===== config.mk =====
export PLATFORM = sky130hd
export DESIGN_NAME = gregorian_date_add_days_unit
export DESIGN_NICKNAME = d
export VERILOG_FILES = /design/src/hw/rtl/gdad_pkg.sv /design/src/hw/rtl/gdad_useq.sv /design/src/hw/rtl/gregorian_date_add_days_unit.sv
export VERILOG_INCLUDE_DIRS = /design/src /design/src/hw/rtl
export SDC_FILE = /design/constraint.sdc
export NUM_CORES = 1
export LEC_CHECK = 0
export BUFFER_PORTS_ARGS = -buffer_cell sky130_fd_sc_hd__buf_4
export CORE_AREA = 2 2 109 111
export DETAILED_ROUTE_END_ITERATION = 8
export DIE_AREA = 0 0 111 113
export PLACE_DENSITY = 0.83
export SLEW_MARGIN = 20
export SYNTH_ARGS = -nofsm -noshare
export SYNTH_HDL_FRONTEND = slang
export SYNTH_HIERARCHICAL = 1
export SYNTH_SLANG_ARGS = --single-unit
export TNS_END_PERCENT = 10

===== constraint.sdc =====
create_clock -name clk -period 3.4 [get_ports clk]
set_input_delay 0.34 -clock clk [delete_from_list [all_inputs] [get_ports clk]]
set_output_delay 0.34 -clock clk [all_outputs]
set_load 0.01 [all_outputs]

===== src/hw/rtl/assert_macros.svh =====
// Assertion helpers for gregorian_date_add_days_unit.sv.
`ifndef ASSERT_MACROS_SVH
`define ASSERT_MACROS_SVH

// Checked on every rising edge of clk while arst_n is high.
`define GDAD_ASSERT(lbl, prop, msg) \
	lbl: assert property (@(posedge clk) disable iff (!arst_n) prop) else $error(msg);

// Checked on every rising edge of clk, reset included.
`define GDAD_ASSERT_ALWAYS(lbl, prop, msg) \
	lbl: assert property (@(posedge clk) prop) else $error(msg);

`endif


===== src/hw/rtl/gdad_pkg.sv =====
`timescale 1ns / 1ps

package gdad_pkg;

	localparam int DAY_W   = 5;
	localparam int MONTH_W = 4;
	localparam int YEAR_W  = 14;
	localparam int ADD_W   = 16;
	// Wide enough for a start day plus the largest count.
	localparam int ACC_W   = 17;

	localparam logic [YEAR_W-1:0]  YEAR_MAX   = 14'd16383;
	localparam logic [ADD_W-1:0]   ADD_MAX    = 16'd65535;
	localparam logic [YEAR_W-1:0]  CYCLE_LEN  = 14'd400;
	localparam logic [MONTH_W-1:0] MONTH_JAN  = 4'd1;
	localparam logic [MONTH_W-1:0] MONTH_FEB  = 4'd2;
	localparam logic [MONTH_W-1:0] MONTH_APR  = 4'd4;
	localparam logic [MONTH_W-1:0] MONTH_JUN  = 4'd6;
	localparam logic [MONTH_W-1:0] MONTH_SEP  = 4'd9;
	localparam logic [MONTH_W-1:0] MONTH_NOV  = 4'd11;
	localparam logic [MONTH_W-1:0] MONTH_DEC  = 4'd12;
	localparam logic [DAY_W-1:0]   DAY_LAST   = 5'd31;

	// Micro-operations driven into the datapath.
	localparam int OP_W = 3;
	localparam logic [OP_W-1:0] OP_WAIT  = 3'd0;
	localparam logic [OP_W-1:0] OP_ADD   = 3'd1;
	localparam logic [OP_W-1:0] OP_MOD   = 3'd2;
	localparam logic [OP_W-1:0] OP_MONTH = 3'd3;
	localparam logic [OP_W-1:0] OP_DONE  = 3'd4;

	// Jump conditions.
	localparam int COND_W = 3;
	localparam logic [COND_W-1:0] COND_NO_ITEM  = 3'd0;
	localparam logic [COND_W-1:0] COND_YEAR_BIG = 3'd1;
	localparam logic [COND_W-1:0] COND_R_GE     = 3'd2;
	localparam logic [COND_W-1:0] COND_MORE     = 3'd3;
	localparam logic [COND_W-1:0] COND_OUT_BUSY = 3'd4;

	// Program steps.
	localparam int PC_W = 3;
	localparam logic [PC_W-1:0] S_WAIT  = 3'd0;
	localparam logic [PC_W-1:0] S_ADD   = 3'd1;
	localparam logic [PC_W-1:0] S_MOD   = 3'd2;
	localparam logic [PC_W-1:0] S_MONTH = 3'd3;
	localparam logic [PC_W-1:0] S_DONE  = 3'd4;

	typedef struct packed {
		logic [DAY_W-1:0]   start_day;
		logic [MONTH_W-1:0] start_month;
		logic [YEAR_W-1:0]  start_year;
		logic [ADD_W-1:0]   days_to_add;
	} gdad_in_t;

	typedef struct packed {
		logic [DAY_W-1:0]   result_day;
		logic [MONTH_W-1:0] result_month;
		logic [YEAR_W-1:0]  result_year;
		logic               year_overflow;
	} gdad_out_t;

	typedef struct packed {
		logic [OP_W-1:0]   op;
		logic [COND_W-1:0] cond;
		logic [PC_W-1:0]   tgt_true;
		logic [PC_W-1:0]   tgt_false;
	} ucw_t;

	// Datapath conditions seen by the sequencer.
	typedef struct packed {
		logic no_item;
		logic year_big;
		logic r_ge;
		logic more;
		logic out_busy;
	} gdad_stat_t;

	function automatic ucw_t gdad_rom(input logic [PC_W-1:0] pc);
		ucw_t w;
		unique case (pc)
			S_WAIT:  w = '{op: OP_WAIT,  cond: COND_NO_ITEM,  tgt_true: S_WAIT,
				tgt_false: S_ADD};
			S_ADD:   w = '{op: OP_ADD,   cond: COND_YEAR_BIG, tgt_true: S_DONE,
				tgt_false: S_MOD};
			S_MOD:   w = '{op: OP_MOD,   cond: COND_R_GE,     tgt_true: S_MOD,
				tgt_false: S_MONTH};
			S_MONTH: w = '{op: OP_MONTH, cond: COND_MORE,     tgt_true: S_MONTH,
				tgt_false: S_DONE};
			S_DONE:  w = '{op: OP_DONE,  cond: COND_OUT_BUSY, tgt_true: S_DONE,
				tgt_false: S_WAIT};
			default: w = '{op: OP_WAIT,  cond: COND_NO_ITEM,  tgt_true: S_WAIT,
				tgt_false: S_WAIT};
		endcase
		return w;
	endfunction

	function automatic logic [DAY_W-1:0] month_len(input logic [MONTH_W-1:0] m,
		input logic leap);
		logic [DAY_W-1:0] len;
		unique case (m) inside
			MONTH_FEB: len = leap ? 5'd29 : 5'd28;
			MONTH_APR, MONTH_JUN, MONTH_SEP, MONTH_NOV: len = 5'd30;
			default: len = 5'd31;
		endcase
		return len;
	endfunction

endpackage


===== src/hw/rtl/gdad_useq.sv =====
`timescale 1ns / 1ps

module gdad_useq import gdad_pkg::*; (
	input  logic       clk,
	input  logic       arst_n,
	input  gdad_stat_t stat,
	output logic [OP_W-1:0] op
);

	logic [PC_W-1:0] pc_q;
	ucw_t            word;
	logic            taken;

	assign word = gdad_rom(pc_q);
	assign op   = word.op;

	always_comb begin
		unique case (word.cond)
			COND_NO_ITEM:  taken = stat.no_item;
			COND_YEAR_BIG: taken = stat.year_big;
			COND_R_GE:     taken = stat.r_ge;
			COND_MORE:     taken = stat.more;
			COND_OUT_BUSY: taken = stat.out_busy;
			default:       taken = 1'b0;
		endcase
	end

	always_ff @(posedge clk or negedge arst_n) begin
		if (!arst_n) begin
			pc_q <= S_WAIT;
		end else begin
			pc_q <= taken ? word.tgt_true : word.tgt_false;
		end
	end

endmodule


===== src/hw/rtl/gregorian_date_add_days_unit.sv =====
`timescale 1ns / 1ps
// Steps per item: the wait step takes the item, the add step adds the count (or goes to the
// done step if the start year is too big), the mod step makes the K <= 40 400-year reductions
// of the start year, the month step crosses the M month ends at one month per cycle, and the
// done step registers the result. One item is in work at a time.
// The result register frees the core, which takes the next item while a result waits.
// Reset (arst_n low, asynchronous) empties the result register and returns to the wait step.
`include "assert_macros.svh"

module gregorian_date_add_days_unit import gdad_pkg::*; (
	input  logic      clk,
	input  logic      arst_n,
	input  logic      item_valid,
	output logic      item_stall,
	input  gdad_in_t  item,
	output logic      result_valid,
	input  logic      result_stall,
	output gdad_out_t result
);

	logic [OP_W-1:0]    op;
	gdad_stat_t         stat;
	logic [ACC_W-1:0]   day_q;
	logic [MONTH_W-1:0] mon_q;
	logic [YEAR_W-1:0]  year_q;
	logic [YEAR_W-1:0]  r_q;
	logic [ADD_W-1:0]   add_q;
	logic               ovf_q;
	logic               result_valid_q;
	gdad_out_t          result_q;
	logic               leap;
	logic [DAY_W-1:0]   mlen;
	logic               past_end;
	logic               at_last;

	gdad_useq u_useq (
		.clk    (clk),
		.arst_n (arst_n),
		.stat   (stat),
		.op     (op)
	);

	assign item_stall = (op != OP_WAIT);

	// r_q holds the year modulo 400 once the reduction steps are done.
	assign leap = (r_q[1:0] == 2'd0) && (r_q != 14'd100) && (r_q != 14'd200)
		&& (r_q != 14'd300);
	assign mlen     = month_len(mon_q, leap);
	assign past_end = day_q > {{(ACC_W-DAY_W){1'b0}}, mlen};
	assign at_last  = (mon_q == MONTH_DEC) && (year_q == YEAR_MAX);

	assign stat.no_item  = !item_valid;
	assign stat.year_big = {1'b0, year_q} > {1'b0, YEAR_MAX};
	assign stat.r_ge     = r_q >= CYCLE_LEN;
	assign stat.more     = past_end && !at_last;
	assign stat.out_busy = result_valid_q && result_stall;

	always_ff @(posedge clk) begin
		case (op)
			OP_WAIT: begin
				if (item_valid) begin
					day_q  <= (item.start_day == '0) ? {{(ACC_W-1){1'b0}}, 1'b1}
						: {{(ACC_W-DAY_W){1'b0}}, item.start_day};
					mon_q  <= (item.start_month == '0) ? MONTH_JAN
						: (item.start_month > MONTH_DEC) ? MONTH_DEC : item.start_month;
					year_q <= item.start_year;
					r_q    <= item.start_year;
					add_q  <= (item.days_to_add > ADD_MAX) ? ADD_MAX : item.days_to_add;
					ovf_q  <= 1'b0;
				end
			end
			OP_ADD: begin
				day_q <= day_q + {{(ACC_W-ADD_W){1'b0}}, add_q};
				if (stat.year_big) begin
					ovf_q <= 1'b1;
				end
			end
			OP_MOD: begin
				if (stat.r_ge) begin
					r_q <= r_q - CYCLE_LEN;
				end
			end
			OP_MONTH: begin
				if (past_end) begin
					if (at_last) begin
						ovf_q <= 1'b1;
					end else begin
						day_q <= day_q - {{(ACC_W-DAY_W){1'b0}}, mlen};
						if (mon_q == MONTH_DEC) begin
							mon_q  <= MONTH_JAN;
							year_q <= year_q + 14'd1;
							r_q    <= (r_q == CYCLE_LEN - 14'd1) ? '0 : r_q + 14'd1;
						end else begin
							mon_q <= mon_q + 4'd1;
						end
					end
				end
			end
			default: begin
			end
		endcase
	end

	always_ff @(posedge clk or negedge arst_n) begin
		if (!arst_n) begin
			result_valid_q <= 1'b0;
		end else if (op == OP_DONE && !stat.out_busy) begin
			result_valid_q <= 1'b1;
		end else if (!result_stall) begin
			result_valid_q <= 1'b0;
		end
	end

	always_ff @(posedge clk) begin
		if (op == OP_DONE && !stat.out_busy) begin
			if (ovf_q) begin
				result_q <= '{result_day: DAY_LAST, result_month: MONTH_DEC,
					result_year: YEAR_MAX, year_overflow: 1'b1};
			end else begin
				result_q <= '{result_day: day_q[DAY_W-1:0], result_month: mon_q,
					result_year: year_q, year_overflow: 1'b0};
			end
		end
	end

	assign result_valid = result_valid_q;
	assign result       = result_q;

	`GDAD_ASSERT(a_result_range, result_valid |-> (result.result_day != '0) && (result.result_month != '0) && (result.result_month <= MONTH_DEC), "result date out of range")
	`GDAD_ASSERT(a_ovf_saturates, (result_valid && result.year_overflow) |-> (result.result_day == DAY_LAST) && (result.result_month == MONTH_DEC) && (result.result_year == YEAR_MAX), "overflow result not saturated")
	`GDAD_ASSERT(a_cycle_reduced, (op == OP_MONTH) |-> (r_q < CYCLE_LEN) && (mon_q != '0) && (mon_q <= MONTH_DEC), "month loop entered with bad state")
	`GDAD_ASSERT(a_no_take_busy, (item_valid && !item_stall) |=> (op == OP_ADD), "item transfer did not start the add step")

endmodule


# [Word level (Yosys, flattened, before mapping)]
# Index checks and enable logic that the tools add are counted.
[classes] reduce_logical=27 eq_ne=29 order_cmp=4 muxes=35 add_sub_neg=6
[ops] operator="14-bit two-way mux" count=9
[ops] operator="12-bit one-hot mux with 5 select lines" count=1
[ops] operator="17-bit two-way mux" count=3
[ops] operator="17-bit one-hot mux with 3 select lines" count=1
[ops] operator="14-bit one-hot mux with 3 select lines" count=1
[ops] operator="14-bit by 1-bit adder with 14-bit output, second input constant" count=2
[ops] operator="14-bit one-hot mux with 2 select lines" count=1
[ops] operator="4-bit two-way mux" count=6
[ops] operator="3-bit by 2-bit equality test with 1-bit output, second input constant" count=6
[ops] operator="17-bit by 16-bit adder with 17-bit output" count=1
[ops] operator="17-bit by 5-bit greater-than comparator with 1-bit output" count=1
[ops] operator="17-bit by 5-bit subtractor with 17-bit output" count=1
[ops] operator="16-bit greater-than comparator, second input constant" count=1
[ops] operator="14-bit equality test, second input constant" count=1
[ops] operator="14-bit by 9-bit equality test with 1-bit output, second input constant" count=1
[ops] operator="14-bit by 9-bit >= comparator with 1-bit output, second input constant" count=1
[ops] operator="14-bit by 7-bit inequality test with 1-bit output, second input constant" count=1
[ops] operator="14-bit by 8-bit inequality test with 1-bit output, second input constant" count=1
[ops] operator="14-bit by 9-bit inequality test with 1-bit output, second input constant" count=1
[ops] operator="14-bit by 9-bit subtractor with 14-bit output, second input constant" count=1
[ops] operator="4-bit equality test, second input constant" count=3
[ops] operator="2-bit inequality test, second input constant" count=6
[ops] operator="4-bit AND reduction" count=3
[ops] operator="3-bit equality test, second input constant" count=3
[ops] operator="other kinds (25)" count=45
[totals] wordCells=113 register_bits=94 out_inout_bits=26 in_bits=43

# [Longest topological paths before layout]
# Gate-level depths: netlist of the first run.
[logic_depth] word_depth=10 ltp_mapped=15

# [By module]
# The synthesis of the first run kept the hierarchy.
[modules_own_cells] mod="gregorian_date_add_days_unit" n_inst=1 area_per_inst_um2=5709.2 cells_each=553
[modules_own_cells] mod="gdad_useq" n_inst=1 area_per_inst_um2=166.4 cells_each=18

# [Least setup slack after synthesis of the first run]
# OpenSTA, ideal clock, no wires.
[synth_path] path_type="reg-to-reg" from="register r_q[4]" to="register day_q[0] (enable)" period_less_slack_ps=3705 slack_ps=-305 path_stages_with_launch=15 required_time_ps=3003 n_path_buf=0 arrival_ps=3308 setup_time_ps=397 path_cell_list="edfxtp_1 -> inv_1 -> ha_1 -> nand2_1 -> o32ai_1 -> a21oi_1 -> o21ai_0 -> a21oi_1 -> ha_1 -> nand2_1 -> o211ai_1 -> and4b_1 -> nor2b_1 -> o21ai_0 -> a21oi_1"
[synth_between] elab_chain_len=9 word_cells_on_any_way=11 cone_classes="order compare (1); eq/ne (4); mux (2); reduce/logical (4)"
[synth_lines] element="start, declared" line_no="gregorian_date_add_days_unit.sv:26" text="logic [YEAR_W-1:0] r_q;"
[synth_lines] element="start signal, assigned" line_no="gregorian_date_add_days_unit.sv:67" text="r_q <= item.start_year;"
[synth_lines] element="start signal, assigned" line_no="gregorian_date_add_days_unit.sv:80" text="r_q <= r_q - CYCLE_LEN;"
[synth_lines] element="start signal, assigned" line_no="gregorian_date_add_days_unit.sv:92" text="r_q <= (r_q == CYCLE_LEN - 14'd1) ? '0 : r_q + 14'd1;"
[synth_lines] element="14-bit by 7-bit inequality test with 1-bit output" line_no="gregorian_date_add_days_unit.sv:46" text="assign leap = (r_q[1:0] == 2'd0) && (r_q != 14'd100) && (r_q != 14'd200)"
[synth_lines] element="1-bit logical AND (2 in a row)" line_no="gregorian_date_add_days_unit.sv:46"
[synth_lines] element="1-bit logical AND *" line_no="gregorian_date_add_days_unit.sv:47" text="&& (r_q != 14'd300);"
[synth_lines] element="1-bit two-way mux *" line_no="gdad_pkg.sv:101" text="MONTH_FEB: len = leap ? 5'd29 : 5'd28;"
[synth_lines] element="2-bit one-hot mux with 2 select lines *" line_no="gdad_pkg.sv:100" text="unique case (m) inside"
[synth_lines] element="17-bit by 5-bit greater-than comparator with 1-bit output *" line_no="gregorian_date_add_days_unit.sv:49" text="assign past_end = day_q > {{(ACC_W-DAY_W){1'b0}}, mlen};"
[synth_lines] element="2-bit inequality test (no source line) *"
[synth_lines] element="4-bit AND reduction (no source line) *"
[synth_lines] element="end signal, assigned" line_no="gregorian_date_add_days_unit.sv:62" text="day_q <= (item.start_day == '0) ? {{(ACC_W-1){1'b0}}, 1'b1}"
[synth_lines] element="end signal, assigned" line_no="gregorian_date_add_days_unit.sv:73" text="day_q <= day_q + {{(ACC_W-ADD_W){1'b0}}, add_q};"
[synth_lines] element="end signal, assigned" line_no="gregorian_date_add_days_unit.sv:88" text="day_q <= day_q - {{(ACC_W-DAY_W){1'b0}}, mlen};"
[synth_lines] element="end, declared" line_no="gregorian_date_add_days_unit.sv:23" text="logic [ACC_W-1:0] day_q;"
# Mark *: on every way between the ends. The rest lies on a longest branch, timed or not.
# A chain may end at the register's enable or synchronous reset.

# [Final worst setup path of the first run]
[layout_path] from="register r_q[5]" to="register day_q[16] (data pin)"
[layout_between] elab_chain_len=10 word_cells_on_any_way=12 cone_classes="add/sub (1); eq/ne (3); mux (5); reduce/logical (3)"
[layout_lines] element="14-bit by 7-bit inequality test with 1-bit output" line_no="gregorian_date_add_days_unit.sv:46"
[layout_lines] element="1-bit logical AND (2 in a row)" line_no="gregorian_date_add_days_unit.sv:46"
[layout_lines] element="1-bit logical AND *" line_no="gregorian_date_add_days_unit.sv:47"
[layout_lines] element="1-bit two-way mux *" line_no="gdad_pkg.sv:101"
[layout_lines] element="2-bit one-hot mux with 2 select lines *" line_no="gdad_pkg.sv:100"
[layout_lines] element="17-bit by 5-bit subtractor with 17-bit output *" line_no="gregorian_date_add_days_unit.sv:88"
[layout_lines] element="17-bit two-way mux *" line_no="gregorian_date_add_days_unit.sv:85" text="if (at_last) begin"
[layout_lines] element="17-bit two-way mux *" line_no="gregorian_date_add_days_unit.sv:84" text="if (past_end) begin"
[layout_lines] element="17-bit one-hot mux with 3 select lines *" line_no="gregorian_date_add_days_unit.sv:59" text="case (op)"
# Mark *: on every way between the ends. The rest lies on a longest branch, timed or not. The select of a mux whose other input is x is not followed.

==> flow_metrics.env, run 1 <==
export IMPL_status="finished, final reports clean"
export IMPL_nNetsFinal=724
export IMPL_die_w_um=111
export IMPL_crit_required_ps=3480
export IMPL_dr_pass1_iters=5
export IMPL_synth_xor_area_share_pct=8.05
export IMPL_finalPower_mw=6.52
export IMPL_synth_ff_latch_count=94
export IMPL_ir_worst_vdd_mv=0.493
export IMPL_async_flop_share_pct=4.26
export IMPL_placed_area_mm2=0.00661
export IMPL_detail_route_vias_per_cell=5.90
export IMPL_maxCapViolCount=0
export IMPL_fin_skew_ps=11.4
export IMPL_post_synth_num_cell_types=69
export IMPL_ys_seq_area_share_pct=47.7
export IMPL_synth_top_area_share_pct=46.0
export IMPL_row_count=39
export IMPL_yosys_area_share_simple_pct=18.6
export IMPL_wire_per_inst_um=16.7
export IMPL_yosysTopAreaCell="edfxtp_1"
export IMPL_start_kind="flip-flop"
export IMPL_drive_above_1_share_pct=21.5
export IMPL_reg2reg_depth=15
export IMPL_synth_ff_type="edfxtp_1"
export IMPL_worst_ep_arrival_time_ps=3390
export IMPL_min_period_ps=3310
export IMPL_slew_viol_final=0
export IMPL_core_area_mm2=0.0113
export IMPL_final_core_util_pct=61.8
export IMPL_cts_tree="built"
export IMPL_ant_nets=0
export IMPL_period_share_pct=97.2
export IMPL_postLayoutCellArea_mm2=0.00697
export IMPL_dp_hpwl_mm=10.1
export IMPL_slew_headroom_pct=50.9
export IMPL_synth_common_cells="90 x edfxtp_1, 70 x nand2_1, 48 x o21ai_0"
export IMPL_worstPathMaxFanout=5
export IMPL_hold_path_class="input pin to flip-flop"
export IMPL_cts_root_buf="clkbuf_16"
export IMPL_finalSetupViolations=0
export IMPL_syn2layout_area_growth_pct=18.6
export IMPL_initial_core_util_pct=52.1
export IMPL_clkSinkCount=94
export IMPL_synthTopCellsByArea="edfxtp_1 46%, ha_1 6.8%, nand2_1 4.5%"
export IMPL_dpl_worst_slack_ps=-32.6
export IMPL_synth_top_family_by_area="simple AND/OR/NAND/NOR gates"
export IMPL_vias=4692
export IMPL_p_per_area_mw_per_mm2=936
export IMPL_grt_pass1_vias=4663
export IMPL_antennaDiodeCount=0
export IMPL_gp_congestion=0.942
export IMPL_drc=0
export IMPL_grt_max_degree=40
export IMPL_numCtsBuffers=9
export IMPL_synth_cells=571
export IMPL_port_buffers=68
export IMPL_synth_area_mm2=0.00588
export IMPL_synth_compound_area_share_pct=14.7
export IMPL_timing_fmax_mhz=303
export IMPL_setup_worst_path_end_class="flip-flop"
export IMPL_min_path_cells=1
export IMPL_cts_max_path_buffers=2
export IMPL_clk_pin_slew_ps=70
export IMPL_drt_total_wl_mm=13.3
export IMPL_yosys_cell_count_top_type="edfxtp_1"
export IMPL_grt_total_usage_pct=21.8
export IMPL_die_y_um=113
export IMPL_antenna_found_initial=0
export IMPL_worstMarginPinSlew_ps=734
export IMPL_die_area_mm2=0.0125
export IMPL_htreeDepth=3
export IMPL_setup_ws_ps=94.5
export IMPL_muxShareOfSynthArea_pct=0.341
export IMPL_synth_edff_count=90
export IMPL_syn_area_per_cell_um2=10.3
export IMPL_worstSkewPairLatency_ps=350
export IMPL_leakagePower_nw=2.79
export IMPL_synth_fa_ha_area_share_pct=7.50
export IMPL_synth_warnings=6
export IMPL_hold_viol_final=0
export IMPL_grt_pass1_wl_mm=21.9
export IMPL_overflow=0
export IMPL_worstSetupPathType="flip-flop to flip-flop"
export IMPL_io_pins=69
export IMPL_drt_iter0_markers=306
export IMPL_fin_hold_ws_ps=162
cell usage in the layout, fill, tap and decap left out, drive strengths merged, types with 5 or more instances in the layout:
cell    Yosys  final
nor2       38     38
xnor2      24     24
or2        22     22
a21o        7      7
nand2      70     70
a22oi       5      5
buf         6     85
ha         32     32
o21ai      52     52
inv        19     19
clkinv      1      5
nor3       12     12
and3       15     15
nor4        6      6
clkbuf     16      9
a21oi      19     19
nand3      16     16
and2        6      6
a211oi     10     10
nand2b      9      9
o22ai       6      6
xor2       30     30
edfxtp     90     90
state kept, by name (all words and copies together), names as in the netlist:
register	cells
add_q	16
day_q	17
mon_q	4
ovf_q	1
r_q	14
result	24
result_valid	1
u_useq/pc_q	3
year_q	14
path summary, 6_finish.rpt:
kind                                           from                  endpoint  slack, ps
max                                r_q[5]$_DFFE_PP_       day_q[16]$_DFFE_PP_         90
min                                         item[9]        add_q[9]$_DFFE_PP_        160
max reg2reg                        r_q[5]$_DFFE_PP_       day_q[16]$_DFFE_PP_         90
min reg2reg                u_useq/pc_q[2]$_DFF_PN0_  u_useq/pc_q[1]$_DFF_PN0_        530
max in group asynchronous                    arst_n  u_useq/pc_q[0]$_DFF_PN0_       2970
min in group asynchronous                    arst_n  u_useq/pc_q[2]$_DFF_PN0_        330
per-layer routing:
| metal | track usage, % | routed length [µm] | vias to the layer above |
|---|---|---|---|
| met5 | 0 | 0 | - |
| met4 | 11.7 | 485 | 0 |
| met3 | 3.70 | 893 | 39 |
| met2 | 37.6 | 6670 | 206 |
| met1 | 26.2 | 5220 | 2215 |
| li1 | - | - | 2232 |
cell families after synthesis:
group,after synthesis
simple gates,213
flops,94
xor+xnor,54
fa+ha+maj,34
other cells,1
compound gates,131
buf+inv,42
mux,2
where the power goes:
group | leakage (nW) | total, mW | switching, mW | internal [mW]
registers | 0.903 | 2.26 | 0.421 | 1.84
clock network | 0.156 | 1.08 | 0.438 | 0.646
logic | 1.73 | 3.18 | 1.84 | 1.33
timing repair:
action | in CTS | in global routing
endpoints found under the hold margin | 4 | 0
setup endpoints to repair | 28 | 44
buffers inserted | 0 | 1
resized for setup | 2 | 3
hold buffers | 1 | 0
critical path: stages, from the launching register on:
cell      delay (ps)
edfxtp_1         400
buf_4            170
ha_1             180
nand4b_1         130
o32ai_2          110
a21oi_1          170
o21ai_1           90
a21oi_1          230
ha_1             210
fa_1             240
and4b_1          250
nand2b_4         170
or3b_1           390
o31ai_2           90
o21a_1           170
nor3_2            40
per-stage QoR:
stage          setup TNS (ps)  cells
2_1_floorplan           -2480    572
3_3_place_gp                0    777
3_5_place_dp             -836    777
4_1_cts                     0    794
5_1_grt                 -7.13    795
6_report                    0    795
final cells by class:
| type | count | area, µm² |
|---|---|---|
| clock buffers | 9 | 225 |
| clock inverters | 7 | 98.8 |
| fillers | 865 | 4300 |
| inverters | 20 | 75.1 |
| multi-input cells | 436 | 2930 |
| flip-flops and latches | 94 | 2800 |
| well taps | 143 | 179 |
| repair buffers | 86 | 661 |
Power figures use the tool's default switching activity.
==> inputs of run 2 (changes only) <==
--- a/config.mk
+++ b/config.mk
@@ -7,13 +7,12 @@
 export NUM_CORES = 1
 export LEC_CHECK = 0
 export BUFFER_PORTS_ARGS = -buffer_cell sky130_fd_sc_hd__buf_4
-export CORE_AREA = 2 2 109 111
+export CORE_AREA = 2 2 108 110
 export DETAILED_ROUTE_END_ITERATION = 8
-export DIE_AREA = 0 0 111 113
-export PLACE_DENSITY = 0.83
+export DIE_AREA = 0 0 110 112
+export PLACE_DENSITY = 0.84
 export SLEW_MARGIN = 20
 export SYNTH_ARGS = -nofsm -noshare
 export SYNTH_HDL_FRONTEND = slang
-export SYNTH_HIERARCHICAL = 1
 export SYNTH_SLANG_ARGS = --single-unit
 export TNS_END_PERCENT = 10
==> run 2 against run 1 <==
  * Flip-flop and latch count is the same
  * Largest cell class unchanged
  * Clock skew shrank 6.2 ps
  * Power shrank 13%
  * Sequential share of layout area shrank 0.072 points
  * Non-clock buffer count grew 11
  * Register-to-register slack is essentially flat
  * Critical endpoint is now r_q[12]$_DFFE_PP_
  * Sequential power shrank 9.7%
  * Wire length grew 4.1%
  * Critical path depth shrank 3
  * Setup slack gained 11 ps
==> flow_metrics.env, run 2 <==
export IMPL_fin_skew_ps=5.24
export IMPL_drt_iter0_markers=531
export IMPL_maxCapViolCount=0
export IMPL_leakagePower_nw=2.68
export IMPL_r2r_start="r_q[10]$_DFFE_PP_"
export IMPL_synth_common_cells="90 x edfxtp_1, 71 x nand2_1, 52 x nor2_1"
export IMPL_setup_worst_path_end_class="flip-flop"
export IMPL_antennaDiodeCount=0
export IMPL_ys_seq_area_share_pct=48.1
export IMPL_initial_core_util_pct=52.2
export IMPL_grt_total_usage_pct=23.3
export IMPL_worstPathMaxFanout=5
export IMPL_cpLargestDelayFamily="simple AND/OR/NAND/NOR gates"
export IMPL_die_area_mm2=0.0123
export IMPL_cts_tree="built"
export IMPL_synthTopCellsByArea="edfxtp_1 46%, ha_1 6.7%, nand2_1 4.6%"
export IMPL_slowest_delay_ps=430
export IMPL_vias=4828
export IMPL_dp_hpwl_mm=10.1
export IMPL_p_per_area_mw_per_mm2=812
export IMPL_syn2layout_area_growth_pct=19.8
export IMPL_hold_path_class="input pin to flip-flop"
export IMPL_period_share_pct=96.9
export IMPL_drt_met1_wl_mm=5.57
export IMPL_synth_ff_latch_count=94
export IMPL_worstSetupPathType="flip-flop to flip-flop"
export IMPL_overflow=0
export IMPL_hold_viol_final=0
export IMPL_reg_largest_list="result (24), day_q (17), add_q (16)"
export IMPL_die_w_um=110
export IMPL_drt_total_wl_mm=13.8
export IMPL_mostFrequentLayoutCells="93 x buf_4, 90 x edfxtp_1, 71 x nand2_1, 51 x nor2_1, 32 x o21ai_0"
export IMPL_layout_commonest_cell="buf_4"
export IMPL_die_y_um=112
export IMPL_worstSkewPairLatency_ps=340
export IMPL_worst_ep_arrival_time_ps=3360
export IMPL_row_count=39
export IMPL_min_period_ps=3290
export IMPL_syn_area_per_cell_um2=10.1
export IMPL_synth_top_area_share_pct=46.4
export IMPL_finalSetupViolations=0
export IMPL_clk_pin_slew_ps=60
export IMPL_wire_per_inst_um=17.1
export IMPL_clkSinkCount=94
export IMPL_synth_ff_type="edfxtp_1"
export IMPL_dpl_cell_count=782
export IMPL_grt_pass1_vias=4666
export IMPL_crit_required_ps=3460
export IMPL_io_pins=69
export IMPL_core_area_mm2=0.0112
export IMPL_drc=0
export IMPL_port_buffers=68
export IMPL_cp_endpoint="r_q[12]$_DFFE_PP_"
export IMPL_stdcell_count=809
export IMPL_ant_nets=0
export IMPL_cp_depth=12
export IMPL_numCtsBuffers=9
export IMPL_path_buf_inv=1
export IMPL_yosys_cell_count_top_type="edfxtp_1"
export IMPL_synth_cells=577
export IMPL_synth_nets=653
export IMPL_routed_top_layer="met4"
export IMPL_cpMostUsedCell="or3_4"
export IMPL_grt_pass1_wl_mm=22.4
export IMPL_ir_worst_vdd_mv=0.404
export IMPL_wl_met2_mm=6.89
export IMPL_nNetsFinal=737
export IMPL_dr_pass1_iters=5
export IMPL_synth_warnings=0
export IMPL_met3_length_mm=1.02
export IMPL_slew_headroom_pct=47.0
export IMPL_worst_r2r_endpoint="r_q[12]$_DFFE_PP_"
export IMPL_cp_slowest_cell="or3_4"
export IMPL_postLayoutCellArea_mm2=0.00698
export IMPL_antenna_found_initial=0
export IMPL_cts_max_path_buffers=2
export IMPL_startpoint="r_q[10]$_DFFE_PP_"
export IMPL_slew_viol_final=0
export IMPL_reg2reg_depth=12
export IMPL_r2r_setup_slack_ps=110
export IMPL_status="finished, final reports clean"
export IMPL_worstMarginPinSlew_ps=794
export IMPL_gp_congestion=0.921
export IMPL_final_core_util_pct=62.5
export IMPL_timing_fmax_mhz=304
export IMPL_cts_root_buf="clkbuf_16"
export IMPL_drive_above_1_share_pct=22.2
export IMPL_synth_edff_count=90
export IMPL_start_kind="flip-flop"
export IMPL_synth_area_mm2=0.00583
export IMPL_regMostFlops="result"
export IMPL_htreeDepth=3
export IMPL_placed_area_mm2=0.00657
export IMPL_grt_max_degree=36
export IMPL_largest_register_ffs=24
export IMPL_detail_route_vias_per_cell=5.97
export IMPL_post_synth_num_cell_types=65
export IMPL_yosysTopAreaCell="edfxtp_1"
export IMPL_crit_chain="or3_4 -> nor3_4 -> o21ai_2 -> a21boi_1 -> o31ai_1 -> ha_2 -> and3_1 -> o211a_1 -> o21bai_4 -> or3_4 -> a21oi_4 -> buf_6"
export IMPL_async_flop_share_pct=4.26
## run 2: changes by cell type after synthesis, moves of 7 or more
cell	change
buf_2	+7
o21ai_0	-15
nor2_1	+14
o21ai_1	+10
xor2_1	-9
and3_1	-9
a21oi_1	+7
## run 2: routing by layer
metal  GRT usage [%]  up-vias
met2            38.2      240
li1                -     2284
met4            8.27        0
met1            30.5     2271
met5               0        -
met3            4.74       33
## run 2: cell type report
type | instances | area (µm²)
Fill cell | 897 | 4190
Multi-Input combinational cell | 442 | 2900
Sequential cell | 94 | 2800
Timing Repair Buffer | 97 | 751
Clock buffer | 12 | 236
Tap cell | 143 | 179
Inverter | 17 | 63.8
Clock inverter | 4 | 50.0
## run 2: cells by family (layout without fill, tap and decap cells)
group | Yosys count | after routing | synth area share, %
AND/OR/NAND/NOR | 214 | 214 | 17.7
AO/OA/AOI/OAI | 147 | 147 | 16.8
flip-flops | 94 | 94 | 48.1
XOR/XNOR | 47 | 47 | 7.06
buffers and inverters | 41 | 130 | 2.81
adder cells (fa/ha/maj) | 33 | 33 | 7.34
multiplexers | 1 | 1 | 0.172
## run 2: through the flow
step | power, mW | setup slack [ps] | setup TNS, ps | hold slack [ps]
finish | 5.67 | 106 | 0 | 171
global route | 6.04 | -13.5 | -93.2 | 165
CTS | 5.52 | 13.9 | 0 | 164
detailed placement | 4.52 | 37.8 | 0 | 143
global placement | 4.37 | 101 | 0 | 142
floorplan | 3.81 | -104 | -1040 | 44.4
## run 2: repair_timing
item                                    in CTS  in global routing
resized for setup                            0                 14
buffers inserted                             0                 10
endpoints found under the setup margin       0                 28
hold endpoints to repair                     4                  0
hold buffers                                 1                  0
## run 2: worst min path at each step
| stage | start | end | slack (ps) | depth (start not counted) |
|---|---|---|---|---|
| finish | item[6] | add_q[6]$_DFFE_PP_ | 170 | 1 |
| CTS | item[7] | add_q[7]$_DFFE_PP_ | 160 | 1 |
| global placement | arst_n | result_valid$_DFFE_PN0P_ | 140 | 1 |
| global route | item[3] | add_q[3]$_DFFE_PP_ | 160 | 1 |
| detailed placement | arst_n | result_valid$_DFFE_PN0P_ | 140 | 1 |
| floorplan | arst_n | result_valid$_DFFE_PN0P_ | 40 | 0 |
## run 2: report_power, final
group          switching [mW]  total (mW)  internal (mW)  leakage [nW]
Sequential              0.350        2.04           1.69         0.883
Clock                   0.425       0.995          0.570         0.133
Combinational            1.46        2.63           1.17          1.66
Total                    2.24        5.67           3.43          2.68
